===== config.mk =====
export PLATFORM = sky130hd
export DESIGN_NAME = status_led_pattern_sequencer_top_flat
export DESIGN_NICKNAME = d
export VERILOG_FILES = /design/src/hw/rtl/slps_pkg.sv /design/src/hw/rtl/slps_if.sv /design/src/hw/rtl/status_led_pattern_sequencer_top.sv /design/src/flat_wrapper.sv
export VERILOG_INCLUDE_DIRS = /design/src /design/src/hw/rtl
export SDC_FILE = /design/constraint.sdc
export NUM_CORES = 1
export LEC_CHECK = 0
export BUFFER_PORTS_ARGS = -buffer_cell sky130_fd_sc_hd__buf_2
export CAP_MARGIN = 20
export CORE_UTILIZATION = 50
export CTS_CLUSTER_DIAMETER = 120
export DETAILED_ROUTE_END_ITERATION = 10
export GPL_TIMING_DRIVEN = 0
export PLACE_DENSITY = 0.74
export SKIP_CTS_REPAIR_TIMING = 1
export SLEW_MARGIN = 40
export SYNTH_ARGS = -nofsm -noshare
export SYNTH_HDL_FRONTEND = slang
export SYNTH_SLANG_ARGS = --single-unit

===== constraint.sdc =====
create_clock -name clk_i -period 6.25 [get_ports clk_i]
set_input_delay 0.9375 -clock clk_i [delete_from_list [all_inputs] [get_ports clk_i]]
set_output_delay 0.9375 -clock clk_i [all_outputs]
set_load 0.02 [all_outputs]

===== src/hw/rtl/status_led_pattern_sequencer_top_defines.svh =====
// Assertion macros shared by the status light sequencer RTL.
// Each macro expects clk_i and rst_ni in the scope where it is used.
`ifndef STATUS_LED_PATTERN_SEQUENCER_TOP_DEFINES_SVH
`define STATUS_LED_PATTERN_SEQUENCER_TOP_DEFINES_SVH

// Same-cycle implication, disabled while reset is asserted.
`define SLPS_ASSERT_NOW(lbl, ante, cons) \
  lbl: assert property (@(posedge clk_i) disable iff (!rst_ni) (ante) |-> (cons)) \
    else $error("slps assertion failed");

// Next-cycle implication, disabled while reset is asserted.
`define SLPS_ASSERT_NEXT(lbl, ante, cons) \
  lbl: assert property (@(posedge clk_i) disable iff (!rst_ni) (ante) |=> (cons)) \
    else $error("slps assertion failed");

`endif


===== src/hw/rtl/slps_pkg.sv =====
// Types and constants of the status light sequencer.
// No dependencies; used by the channel interfaces and the top level.
`default_nettype none

package slps_pkg;

  localparam int ColorW   = 8;
  localparam int ModeW    = 3;
  localparam int TimeW    = 32;
  localparam int HoldW    = 16;
  localparam int CfgIdxW  = 1;
  localparam int CfgDataW = 16;

  typedef enum logic {
    KIND_SET   = 1'b0,
    KIND_FRAME = 1'b1
  } kind_e;

  typedef enum logic [ModeW-1:0] {
    MODE_IDLE   = 3'd0,
    MODE_LISTEN = 3'd1,
    MODE_THINK  = 3'd2,
    MODE_TOOL   = 3'd3,
    MODE_REPLY  = 3'd4,
    MODE_ERROR  = 3'd5,
    MODE_SPEAK  = 3'd6
  } mode_e;

  localparam logic [CfgIdxW-1:0] CFG_REPLY_HOLD = 1'd0;
  localparam logic [CfgIdxW-1:0] CFG_ERROR_HOLD = 1'd1;

  localparam logic [HoldW-1:0] REPLY_HOLD_RST = 16'd900;
  localparam logic [HoldW-1:0] ERROR_HOLD_RST = 16'd2500;

  typedef struct packed {
    logic [ColorW-1:0] red;
    logic [ColorW-1:0] green;
    logic [ColorW-1:0] blue;
  } rgb_t;

  typedef struct packed {
    kind_e             kind;
    logic [ModeW-1:0]  new_mode;
    logic [TimeW-1:0]  now_ms;
  } item_t;

  localparam rgb_t RGB_TOOL  = '{red: 8'd48, green: 8'd22, blue: 8'd0};
  localparam rgb_t RGB_REPLY = '{red: 8'd0,  green: 8'd52, blue: 8'd8};
  localparam rgb_t RGB_ERROR = '{red: 8'd60, green: 8'd0,  blue: 8'd0};
  localparam rgb_t RGB_SPEAK = '{red: 8'd0,  green: 8'd40, blue: 8'd40};
  localparam rgb_t RGB_IDLE  = '{red: 8'd2,  green: 8'd2,  blue: 8'd2};

  // Pulse shape: level = PulseBase + tri * PulseSpan / half.
  localparam int PulseBase = 8;
  localparam int PulseSpan = 62;

endpackage

`default_nettype wire


===== src/hw/rtl/slps_if.sv =====
// Valid/ready channel interfaces of the status light sequencer.
// Depends on slps_pkg for the field widths.
`default_nettype none

interface slps_item_if
  import slps_pkg::*;
();
  logic             valid;
  logic             ready;
  logic             kind;
  logic [ModeW-1:0] new_mode;
  logic [TimeW-1:0] now_ms;

  modport source (output valid, kind, new_mode, now_ms, input ready);
  modport sink   (input valid, kind, new_mode, now_ms, output ready);
endinterface

interface slps_rgb_if
  import slps_pkg::*;
();
  logic              valid;
  logic              ready;
  logic [ColorW-1:0] red;
  logic [ColorW-1:0] green;
  logic [ColorW-1:0] blue;

  modport source (output valid, red, green, blue, input ready);
  modport sink   (input valid, red, green, blue, output ready);
endinterface

`default_nettype wire


===== src/hw/rtl/status_led_pattern_sequencer_top.sv =====
// Status light mode sequencer: set items store a mode, frame items give one RGB color,
// or none when they end a reply or error hold. A frame item passes the input and result registers.
// Throughput: one item per cycle while the color sink keeps up; a color that waits to be
// taken holds the input register, so the input stalls once that register is also full.
// Reset (async, active low): mode idle, phase 0, stamp 0, hold times 900 and 2500 ms.
// Depends on slps_pkg, slps_if and the assertion macro header.
`default_nettype none
`include "status_led_pattern_sequencer_top_defines.svh"

module status_led_pattern_sequencer_top
  import slps_pkg::*;
#(
  parameter int PULSE_STEPS = 60
) (
  input  wire                      clk_i,
  input  wire                      rst_ni,
  input  wire                      cfg_we_i,
  input  wire  [CfgIdxW-1:0]       cfg_idx_i,
  input  wire  [CfgDataW-1:0]      cfg_wdata_i,
  slps_item_if.sink                item_i,
  slps_rgb_if.source               rgb_o
);

  localparam int PhaseW    = (PULSE_STEPS > 1) ? $clog2(PULSE_STEPS) : 1;
  localparam int HalfSteps = PULSE_STEPS / 2;

  // Pulse level for each phase, built at elaboration.
  logic [ColorW-1:0] level_lut [PULSE_STEPS];

  for (genvar g = 0; g < PULSE_STEPS; g++) begin : g_lut
    localparam int Tri = (g < HalfSteps) ? g : (PULSE_STEPS - g);
    localparam int Lvl = (PulseBase + (Tri * PulseSpan) / HalfSteps) % 256;
    assign level_lut[g] = Lvl[ColorW-1:0];
  end

  // Configuration registers.
  logic [HoldW-1:0] reply_hold_q;
  logic [HoldW-1:0] error_hold_q;

  always_ff @(posedge clk_i or negedge rst_ni) begin
    if (!rst_ni) begin
      reply_hold_q <= REPLY_HOLD_RST;
      error_hold_q <= ERROR_HOLD_RST;
    end else if (cfg_we_i) begin
      case (cfg_idx_i)
        CFG_REPLY_HOLD: reply_hold_q <= cfg_wdata_i[HoldW-1:0];
        CFG_ERROR_HOLD: error_hold_q <= cfg_wdata_i[HoldW-1:0];
        default: ;
      endcase
    end
  end

  // Input register.
  logic  item_vld_q, item_vld_d;
  item_t item_q;
  logic  item_take;
  logic  adv;

  assign item_i.ready = !item_vld_q || adv;
  assign item_take    = item_i.valid && item_i.ready;
  assign item_vld_d   = item_take ? 1'b1 : (adv ? 1'b0 : item_vld_q);

  always_ff @(posedge clk_i or negedge rst_ni) begin
    if (!rst_ni) begin
      item_vld_q <= 1'b0;
    end else begin
      item_vld_q <= item_vld_d;
    end
  end

  always_ff @(posedge clk_i) begin
    if (item_take) begin
      item_q.kind     <= kind_e'(item_i.kind);
      item_q.new_mode <= item_i.new_mode;
      item_q.now_ms   <= item_i.now_ms;
    end
  end

  // Sequencer state.
  mode_e             mode_q, mode_d;
  logic [TimeW-1:0]  stamp_q, stamp_d;
  logic [PhaseW-1:0] phase_q, phase_d;
  logic [PhaseW-1:0] phase_nxt;
  logic [TimeW-1:0]  elapsed;
  logic              reply_expired;
  logic              error_expired;
  logic [ColorW-1:0] level;

  // Result register.
  logic out_vld_q, out_vld_d;
  rgb_t rgb_q, rgb_d;
  logic emit;

  // The item in the input register moves on when the result register is empty or being taken.
  assign adv = item_vld_q && (!out_vld_q || rgb_o.ready);

  assign phase_nxt = (phase_q == PhaseW'(PULSE_STEPS - 1)) ? '0 : phase_q + PhaseW'(1);
  assign level     = level_lut[phase_nxt];

  assign elapsed       = item_q.now_ms - stamp_q;
  assign reply_expired = elapsed > {{(TimeW-HoldW){1'b0}}, reply_hold_q};
  assign error_expired = elapsed > {{(TimeW-HoldW){1'b0}}, error_hold_q};

  always_comb begin
    mode_d  = mode_q;
    stamp_d = stamp_q;
    phase_d = phase_q;
    emit    = 1'b0;
    rgb_d   = RGB_IDLE;
    if (adv) begin
      if (item_q.kind == KIND_SET) begin
        mode_d  = mode_e'(item_q.new_mode);
        stamp_d = item_q.now_ms;
      end else begin
        emit = 1'b1;
        case (mode_q)
          MODE_LISTEN: begin
            phase_d = phase_nxt;
            rgb_d   = '{red: level, green: '0, blue: level};
          end
          MODE_THINK: begin
            phase_d = phase_nxt;
            rgb_d   = '{red: '0, green: '0, blue: level};
          end
          MODE_TOOL:  rgb_d = RGB_TOOL;
          MODE_REPLY: begin
            if (reply_expired) begin
              mode_d = MODE_IDLE;
              emit   = 1'b0;
            end
            rgb_d = RGB_REPLY;
          end
          MODE_ERROR: begin
            if (error_expired) begin
              mode_d = MODE_IDLE;
              emit   = 1'b0;
            end
            rgb_d = RGB_ERROR;
          end
          MODE_SPEAK: rgb_d = RGB_SPEAK;
          default:    rgb_d = RGB_IDLE;
        endcase
      end
    end
  end

  assign out_vld_d = adv ? emit : (out_vld_q && !rgb_o.ready);

  always_ff @(posedge clk_i or negedge rst_ni) begin
    if (!rst_ni) begin
      mode_q    <= MODE_IDLE;
      stamp_q   <= '0;
      phase_q   <= '0;
      out_vld_q <= 1'b0;
    end else begin
      mode_q    <= mode_d;
      stamp_q   <= stamp_d;
      phase_q   <= phase_d;
      out_vld_q <= out_vld_d;
    end
  end

  always_ff @(posedge clk_i) begin
    if (adv && emit) begin
      rgb_q <= rgb_d;
    end
  end

  assign rgb_o.valid = out_vld_q;
  assign rgb_o.red   = rgb_q.red;
  assign rgb_o.green = rgb_q.green;
  assign rgb_o.blue  = rgb_q.blue;

  // A new result only ever comes from a frame item leaving the input register.
  `SLPS_ASSERT_NOW(a_result_from_frame, $rose(out_vld_q), $past(adv) && $past(item_q.kind == KIND_FRAME))
  // A set item lands in the mode and stamp registers.
  `SLPS_ASSERT_NEXT(a_set_stores, adv && item_q.kind == KIND_SET, stamp_q == $past(item_q.now_ms) && mode_q == $past(mode_e'(item_q.new_mode)))
  // The pulse phase only moves on pulse frames.
  `SLPS_ASSERT_NEXT(a_phase_hold, !(adv && item_q.kind == KIND_FRAME && (mode_q == MODE_LISTEN || mode_q == MODE_THINK)), $stable(phase_q))
  // An expired hold reverts to idle without a result.
  `SLPS_ASSERT_NEXT(a_hold_expiry, adv && item_q.kind == KIND_FRAME && ((mode_q == MODE_REPLY && reply_expired) || (mode_q == MODE_ERROR && error_expired)), mode_q == MODE_IDLE && !$rose(out_vld_q))

endmodule

`default_nettype wire


===== src/flat_wrapper.sv =====
// flat-port wrapper written by rule: the top's interface ports become plain ports
module status_led_pattern_sequencer_top_flat import slps_pkg::*;
#(
  parameter int PULSE_STEPS = 60
)
  (clk_i, rst_ni, cfg_we_i, cfg_idx_i, cfg_wdata_i, item_i_valid, item_i_kind, item_i_new_mode, item_i_now_ms, item_i_ready, rgb_o_valid, rgb_o_red, rgb_o_green, rgb_o_blue, rgb_o_ready);
  slps_item_if item_i_i ();
  slps_rgb_if rgb_o_i ();
  input  wire clk_i;
  input  wire rst_ni;
  input  wire cfg_we_i;
  input  wire  [CfgIdxW-1:0] cfg_idx_i;
  input  wire  [CfgDataW-1:0] cfg_wdata_i;
  input wire logic [$bits(item_i_i.valid)-1:0] item_i_valid;
  input wire logic [$bits(item_i_i.kind)-1:0] item_i_kind;
  input wire logic [$bits(item_i_i.new_mode)-1:0] item_i_new_mode;
  input wire logic [$bits(item_i_i.now_ms)-1:0] item_i_now_ms;
  output wire logic [$bits(item_i_i.ready)-1:0] item_i_ready;
  output wire logic [$bits(rgb_o_i.valid)-1:0] rgb_o_valid;
  output wire logic [$bits(rgb_o_i.red)-1:0] rgb_o_red;
  output wire logic [$bits(rgb_o_i.green)-1:0] rgb_o_green;
  output wire logic [$bits(rgb_o_i.blue)-1:0] rgb_o_blue;
  input wire logic [$bits(rgb_o_i.ready)-1:0] rgb_o_ready;
  assign item_i_i.valid = item_i_valid;
  assign item_i_i.kind = item_i_kind;
  assign item_i_i.new_mode = item_i_new_mode;
  assign item_i_i.now_ms = item_i_now_ms;
  assign item_i_ready = item_i_i.ready;
  assign rgb_o_valid = rgb_o_i.valid;
  assign rgb_o_red = rgb_o_i.red;
  assign rgb_o_green = rgb_o_i.green;
  assign rgb_o_blue = rgb_o_i.blue;
  assign rgb_o_i.ready = rgb_o_ready;
  status_led_pattern_sequencer_top #(.PULSE_STEPS(PULSE_STEPS)) u_core (.clk_i(clk_i), .rst_ni(rst_ni), .cfg_we_i(cfg_we_i), .cfg_idx_i(cfg_idx_i), .cfg_wdata_i(cfg_wdata_i), .item_i(item_i_i), .rgb_o(rgb_o_i));
endmodule

==> qor.csv, run 1 <==
stage,metric,value,unit
clock_tree,path_clk_slew,0.05,ns
drt,wirelength,17.66,mm
logic_synthesis,syn-cell-area,0.007954,mm^2
power,internal_power,0.002544,W
sta,finalCritPeriodShare,88.75,%
sta,setup_viol,0,
logic_synthesis,synthCells,830,
power,p_switching,0.001773,W
logic_synthesis,yosys.area_share.simple,13.86,%
critical_path,crit_fanout,18,
critical_path,worstPathRequired,6.30,ns
cells_and_area,layout_common_cells,"nand2_1 (100), buf_2 (85), inv_1 (81)",
power,power_frac_clock,22.1,%
critical_path,r2r-start,u_core.item_q[0],
global_routing,first_global_vias,6104,
cells_and_area,layout-drive-gt1-share,17.99,%
place,place_ws,0.8829,ns
clock_tree,tritoncts,built,
critical_path,cp-start-kind,flop,
clock_tree,cts_max_level,4,
global_routing,overflow,0,
cells_and_area,syn2layout_area_growth,16.08,%
place,port_buffers,78,
die,row_count,45,
logic_synthesis,synth_area_per_cell,9.583,um^2
cells_and_area,postLayoutCellArea,0.009233,mm^2
logic_synthesis,ys_async_sr_fraction,58.14,%
critical_path,reg2reg_to,u_core.rgb_o.green[5],
drt,drcViolationCount,0,
min_path,hp-class,in -> async,
drt,antenna_left,0,
global_routing,antenna_found_initial,0,
global_routing,grt_usage,23.55,%
clock_tree,root_buffer,clkbuf_16,
die,pin_count,84,
cells_and_area,fin_util,60.07,%
sta,rsz0062_at_grt,false,
clock_tree,clkLatencyLatePin,0.43,ns
global_routing,globalRoute.busiestLayer,met2,
clock_tree,cts_sinks,129,
place,gp_congestion,0.9243,
global_routing,use_met2,39.83,%
die,die_w,128.1,um
sta,fin_crit,5.547,ns
drt,viasPerCell,5.455,
power,power_density,467.5,mW/mm^2
cells_and_area,antenna_cells,0,
sta,relSlewSlack,45.02,%
logic_synthesis,yosys.area_share.adder,11.23,%
outcome,outcome,finished clean,
global_routing,met1_usage,30.25,%
logic_synthesis,synth-compound-area-share,17.04,%
drt,drtIter0Drc,635,
drt,via_count,6306,
critical_path,rr_worst_depth,20,
logic_synthesis,synth_seq_cells,129,
clock_tree,clockBufferDepth,2,
cells_and_area,final_common_cell,nand2_1,
global_routing,grt_pass1_wl,29.93,mm
critical_path,cp.arrival,5.60,ns
logic_synthesis,ys_seq_area_share,44.12,%
die,coreArea,0.01537,mm^2
critical_path,worstSetupPathType,reg -> reg,
die,start_util,51.75,%
place,placed_area,0.008663,mm^2
logic_synthesis,muxShareOfSynthArea,4.688,%
clock_tree,cts_made_buffers,17,
power,combinationalPowerShare,50.6,%
critical_path,rrSetupSlack,0.70,ns
sta,whs,0.3899,ns
logic_synthesis,synth_top_family_by_area,compound AO/OA/AOI/OAI gates,
drt,routedWlPerCell,15.28,um
sta,hold_violations,0,
cells_and_area,nFillCells,1350,
place,hpwl,13.19,mm
power,power_frac_seq,27.3,%
sta,tightest_slew,0.8247,ns
drt,first_pass_iters,5,
logic_synthesis,synthFlopType,dfrtp_1,
global_routing,use_met3,4.674,%
logic_synthesis,synthXorXnorAreaFrac,2.753,%
logic_synthesis,synth_edf_count,54,
cells_and_area,nets,1060,
critical_path,cp-end-kind,flop,
sta,drv_slew,0,
power,swShare,41.07,%
sta,clock_skew,0.01262,ns
die,die_h,128.1,um
global_routing,grt_max_degree,45,
power,peakVddDrop,0.2422,mV
logic_synthesis,yosysWarnings,0,
sta,max_freq,180.3,MHz
logic_synthesis,synth.distinct_cells,63,
power,power.leakage,4.050,nW
die,die-area,0.01642,mm^2
sta,fin_setup_tns,0,ns
sta,layout_setup_ws,0.7030,ns
flow_run,drv_cap,0,
[stage by stage]
step,power [W],cells
after CTS,0.004304,1156
after detailed placement,0.003317,1124
after floorplan,0.002793,834
after global placement,0.003251,1123
after global routing,0.004658,1156
final,0.004316,1156
[state kept, by name, summed over array words and instances, names as in the netlist]
register	count
u_core.item_q	36
u_core.rgb_o.blue	7
u_core.item_vld_q	1
u_core.rgb_o.green	4
u_core.error_hold_q	16
u_core.rgb_o.valid	1
u_core.phase_q	6
u_core.mode_q	3
u_core.rgb_o.red	7
u_core.reply_hold_q	16
u_core.stamp_q	32
[cell type report]
class,count,area [um^2],share of cell area [%]
timing repair buffer,79,416.7,4.513
inverter,81,304.0,3.293
clock inverter,6,80.08,0.8673
buffer,40,193.9,2.101
tap,211,264.0,2.859
sequential,129,3510,38.01
clock buffer,26,489.2,5.299
multi-input combinational,584,3975,43.05
[metal layers]
metal,routed length [um],up-vias,part of all wire (%)
met1,8146,2983,46
met4,248,0,1.4
met5,0,-,0
li1,-,3140,-
met3,850,21,4.8
met2,8419,162,48
[synth_stat cells (3+ instances only)]
| library cell | instances | area [um^2] |
|---|---|---|
| nor4_1 | 3 | 18.77 |
| edfxtp_1 | 54 | 1622 |
| o21a_1 | 8 | 60.06 |
| nand2_1 | 100 | 375.4 |
| a21oi_1 | 56 | 280.3 |
| mux2i_1 | 8 | 80.08 |
| o221ai_1 | 3 | 26.28 |
| nor3_1 | 12 | 60.06 |
| buf_2 | 8 | 40.04 |
| or3_1 | 3 | 18.77 |
| nor3b_1 | 3 | 22.52 |
| inv_1 | 81 | 304.0 |
| nand4_1 | 17 | 106.4 |
| o21ai_0 | 71 | 355.3 |
| and2_1 | 7 | 43.79 |
| nor2_1 | 37 | 138.9 |
| mux2_2 | 25 | 281.5 |
| nand2b_1 | 9 | 56.30 |
| dfrtp_1 | 66 | 1652 |
| buf_4 | 7 | 52.55 |
| and4_1 | 4 | 35.03 |
| o31ai_1 | 3 | 22.52 |
| ha_1 | 69 | 863.3 |
| clkbuf_1 | 23 | 86.33 |
| nor2b_1 | 11 | 68.82 |
| a21o_1 | 13 | 97.59 |
| o21bai_1 | 3 | 22.52 |
| a31oi_1 | 7 | 43.79 |
| a211oi_2 | 3 | 37.54 |
| xor2_1 | 6 | 52.55 |
| xnor2_1 | 19 | 166.4 |
| o21ai_1 | 6 | 30.03 |
| nand3_1 | 18 | 90.09 |
| a21oi_2 | 4 | 35.03 |
| a211oi_1 | 8 | 60.06 |
| o211ai_1 | 14 | 105.1 |
| dfstp_2 | 9 | 236.5 |
[logic make-up (layout without fill, tap and decap cells)]
family                   Yosys count  in the layout
AND/OR/NAND/NOR                  232            232
XOR/XNOR                          25             25
buffers and inverters            121            232
multiplexers                      34             34
flip-flops                       129            129
other                              1              5
adder cells (fa/ha/maj)           71             71
AO/OA/AOI/OAI                    217            217
[critical path: stages (launching register included)]
cell       delay (ns)
edfxtp_1         0.36
inv_1            0.06
ha_1             0.20
fa_1             0.41
nor2b_1          0.18
o2111ai_1        0.22
a21oi_1          0.32
o21ai_0          0.18
nor2b_1          0.18
xnor2_1          0.19
ha_1             0.34
nand4_1          0.19
nor4_1           0.49
nand4_1          0.17
nand2_1          0.11
a211oi_1         0.07
nor4_1           0.28
nand4_1          0.19
nor4_2           0.29
a21oi_1          0.22
a21oi_4          0.53
[worst max-delay path by stage]
| stage | to | startpoint |
|---|---|---|
| 3_5_place_dp | u_core.rgb_o.green[5] | u_core.item_q[0] |
| 5_1_grt | u_core.rgb_o.blue[2] | u_core.item_q[0] |
| 3_3_place_gp | u_core.rgb_o.green[5] | u_core.item_q[0] |
| 4_1_cts | u_core.rgb_o.blue[2] | u_core.item_q[0] |
| 2_1_floorplan | u_core.rgb_o.blue[0] | u_core.stamp_q[0] |
| 6_report | u_core.rgb_o.green[5] | u_core.item_q[0] |
[power by group through the flow]
| stage | clock [W] | combinational [W] | sequential (W) |
|---|---|---|---|
| final | 0.000955 | 0.00218 | 0.00118 |
| after global routing | 0.00101 | 0.00245 | 0.00120 |
| after global placement | 0 | 0.00207 | 0.00118 |
| after CTS | 0.000973 | 0.00215 | 0.00118 |
| after floorplan | 0 | 0.00160 | 0.00119 |
| after detailed placement | 0 | 0.00213 | 0.00119 |
Note: power is estimated with default switching activity, not from simulation.
==> inputs of run 2 (changes only) <==
--- a/config.mk
+++ b/config.mk
@@ -8,11 +8,14 @@
 export LEC_CHECK = 0
 export BUFFER_PORTS_ARGS = -buffer_cell sky130_fd_sc_hd__buf_2
 export CAP_MARGIN = 20
+export CORE_MARGIN = 2
 export CORE_UTILIZATION = 50
 export CTS_CLUSTER_DIAMETER = 120
 export DETAILED_ROUTE_END_ITERATION = 10
+export GPL_ROUTABILITY_DRIVEN = 1
 export GPL_TIMING_DRIVEN = 0
 export PLACE_DENSITY = 0.74
+export RECOVER_POWER = 100
 export SKIP_CTS_REPAIR_TIMING = 1
 export SLEW_MARGIN = 40
 export SYNTH_ARGS = -nofsm -noshare
==> run 2 against run 1 <==
Net effect: the run now ends with capacitance limit, slew limit left; first-iteration DRC count is 17% lower; die area is 3.1% higher; non-clock buffer count rose by 1; critical path type unchanged; count of clock-buffer cells in the layout down 7; clock power fell by 1%; power shrank 0.71%; combinational power about the same; worst setup slack got worse by 0.16 ns; design area decreased by 0.66%; utilization decreased by 1.7 points; sequential cell count is the same; clock skew shrank 0.0049 ns.
==> qor.csv, run 2 (synthesis gave the netlist of run 1 again) <==
stage,metric,value,unit,change
outcome,outcome,"finished, violations left",,was finished clean
outcome,violations,"capacitance limit, slew limit",,
global_routing,antenna_found_initial,0,,unchanged
clock_tree,cts_max_level,4,,unchanged
critical_path,reg2reg_to,u_core.rgb_o.green[5],,unchanged
power,peakVddDrop,0.2668,mV,was 0.2422 mV
critical_path,r2r-start,u_core.item_q[0],,unchanged
power,power.leakage,3.957,nW,was 4.050 nW
power,p_switching,0.001787,W,was 0.001773 W
critical_path,worstSetupPathType,reg -> reg,,unchanged
die,die-area,0.01693,mm^2,was 0.01642 mm^2
place,hpwl,13.51,mm,was 13.19 mm
die,start_util,50.62,%,was 51.75%
critical_path,critical_path.startpoint,u_core.item_q[0],,unchanged
clock_tree,clkLatencyLatePin,0.42,ns,was 0.43 ns
flow_run,drv_cap,1,,was 0
cells_and_area,largest_reg_flops,36,,unchanged
critical_path,cp-start-kind,flop,,unchanged
sta,clock_skew,0.007768,ns,was 0.01262 ns
global_routing,grt_usage,22.60,%,was 23.55%
sta,rsz0062_at_grt,false,,unchanged
cells_and_area,nets,1061,,was 1060
sta,hold_violations,0,,unchanged
die,row_count,46,,was 45
critical_path,path_cells,"inv_1, ha_1, fa_1, nor2b_1, o2111ai_1, a21oi_1, o21ai_0, nor2b_1, xnor2_1, ha_1, a21oi_1, nand2_1, a2111oi_0, and3b_1, a211oi_1, nor4_1, nand4_1, nor4_2, a21oi_1, a21oi_4",,"was inv_1, ha_1, fa_1, nor2b_1, o2111ai_1, a21oi_1, o21ai_0, nor2b_1, xnor2_1, ha_1, nand4_1, nor4_1, nand4_1, nand2_1, a211oi_1, nor4_1, nand4_1, nor4_2, a21oi_1, a21oi_4"
sta,drv_slew,50,,was 0
sta,setup_viol,0,,unchanged
critical_path,worstPathRequired,6.30,ns,about the same
die,die_w,130.1,um,was 128.1 um
critical_path,rrSetupSlack,0.54,ns,was 0.70 ns
min_path,hp-class,reg -> reg,,was in -> async
drt,antenna_left,0,,unchanged
clock_tree,cts_sinks,129,,unchanged
die,pin_count,84,,unchanged
sta,finalCritPeriodShare,91.29,%,was 88.75%
drt,via_count,6260,,was 6306
die,die_h,130.1,um,was 128.1 um
cells_and_area,layout_common_cells,"nand2_1 (100), inv_1 (81), o21ai_0 (71)",,"was nand2_1 (100), buf_2 (85), inv_1 (81)"
sta,relSlewSlack,-82.18,%,was 45.02%
drt,wirelength,17.86,mm,was 17.66 mm
power,combinationalPowerShare,50.6,%,about the same
critical_path,critical_path.top_delay_family,compound AO/OA/AOI/OAI gates,,was simple AND/OR/NAND/NOR gates
critical_path,cp-end-kind,flop,,unchanged
die,coreArea,0.01571,mm^2,was 0.01537 mm^2
place,placed_cells,1130,,was 1124
drt,drtIter0Drc,530,,was 635
cells_and_area,antenna_cells,0,,unchanged
critical_path,crit_fanout,18,,unchanged
global_routing,first_global_vias,6101,,was 6104
cells_and_area,syn2layout_area_growth,15.31,%,was 16.08%
power,power_frac_seq,27.4,%,was 27.3%
cells_and_area,postLayoutCellArea,0.009171,mm^2,was 0.009233 mm^2
critical_path,cp_num_buf_inv,1,,unchanged
critical_path,crit_top_cell,a21oi_1,,was nand4_1
critical_path,cp.arrival,5.76,ns,was 5.60 ns
power,internal_power,0.002499,W,was 0.002544 W
drt,drcViolationCount,0,,unchanged
cells_and_area,largestRegisters,"u_core.item_q x36, u_core.stamp_q x32",,unchanged
cells_and_area,fin_cells,1162,,was 1156
clock_tree,root_buffer,clkbuf_16,,unchanged
clock_tree,clockBufferDepth,2,,unchanged
cells_and_area,layout-drive-gt1-share,15.33,%,was 17.99%
min_path,hold_start,u_core.item_q[33],,
global_routing,overflow,0,,unchanged
place,port_buffers,78,,unchanged
drt,routedWlPerCell,15.37,um,was 15.28 um
cells_and_area,regMostFlops,u_core.item_q,,unchanged
drt,first_pass_iters,5,,unchanged
sta,fin_crit,5.706,ns,was 5.547 ns
critical_path,rr_worst_depth,20,,unchanged
min_path,worstHoldPathCells,1,,
global_routing,grt_pass1_wl,29.78,mm,was 29.93 mm
cells_and_area,final_common_cell,nand2_1,,unchanged
clock_tree,tritoncts,built,,unchanged
sta,fin_setup_tns,0,ns,unchanged
power,swShare,41.70,%,was 41.07%
power,power_frac_clock,22.0,%,was 22.1%
critical_path,critPathMaxStageDelay,0.52,ns,was 0.53 ns
sta,max_freq,175.3,MHz,was 180.3 MHz
place,gp_congestion,0.9143,,was 0.9243
power,power_density,467.3,mW/mm^2,was 467.5 mW/mm^2
drt,viasPerCell,5.387,,was 5.455
clock_tree,cts_made_buffers,17,,unchanged
global_routing,grt_max_degree,50,,was 45
clock_tree,path_clk_slew,0.06,ns,was 0.05 ns
sta,tightest_slew,2.733,ns,was 0.8247 ns
min_path,hold_end,u_core.mode_q[1],,
place,placed_area,0.008703,mm^2,was 0.008663 mm^2
critical_path,critical-path-slowest-cell,a21oi_4,,unchanged
## run 2: power groups by stage
stage               Combinational [W]  Sequential (W)  Clock (W)
floorplan                     0.00160         0.00119          0
detailed placement            0.00214         0.00119          0
CTS                           0.00216         0.00117   0.000969
global route                  0.00243         0.00120    0.00100
finish                        0.00217         0.00117   0.000943
global placement              0.00207         0.00118          0
## run 2: per-layer routing
| layer | vias up | routed length (um) | track usage [%] |
|---|---|---|---|
| li1 | 3143 | - | - |
| met1 | 2937 | 8292 | 30.30 |
| met2 | 157 | 8408 | 36.86 |
| met3 | 23 | 884 | 4.879 |
| met4 | 0 | 278 | 7.084 |
| met5 | - | 0 | 0 |
## run 2: final cells by class
cell class / instances / area [um^2]
repair buffers: 80 / 367.9
multi-input cells: 584 / 3973
well taps: 216 / 270.3
clock buffers: 19 / 432.9
clock inverters: 13 / 120.1
flip-flops and latches: 129 / 3510
inverters: 81 / 304.0
plain buffers: 40 / 193.9
fillers: 1433 / 6541
## run 2: how the worst max path moves through the flow
stage               cells after the start               endpoint  slack (ns)
global placement                       20  u_core.rgb_o.green[5]        0.09
finish                                 20  u_core.rgb_o.green[5]        0.54
global route                           20    u_core.rgb_o.red[4]       0.006
CTS                                    20   u_core.rgb_o.blue[6]        0.62
detailed placement                     20  u_core.rgb_o.green[5]        0.67
floorplan                              19   u_core.rgb_o.blue[0]        1.10
## run 2: through the flow
stage	hold WS, ns	utilization [%]	total power (W)	worst slack [ns]
finish	0.4750	58.37	0.004286	0.5444
global placement	0.4548	54.92	0.003254	0.08587
CTS	0.3604	58.91	0.004303	0.6169
global route	0.5159	58.37	0.004632	0.005670
floorplan	0.4539	-	0.002793	1.100
detailed placement	0.4718	55.39	0.003327	0.6655
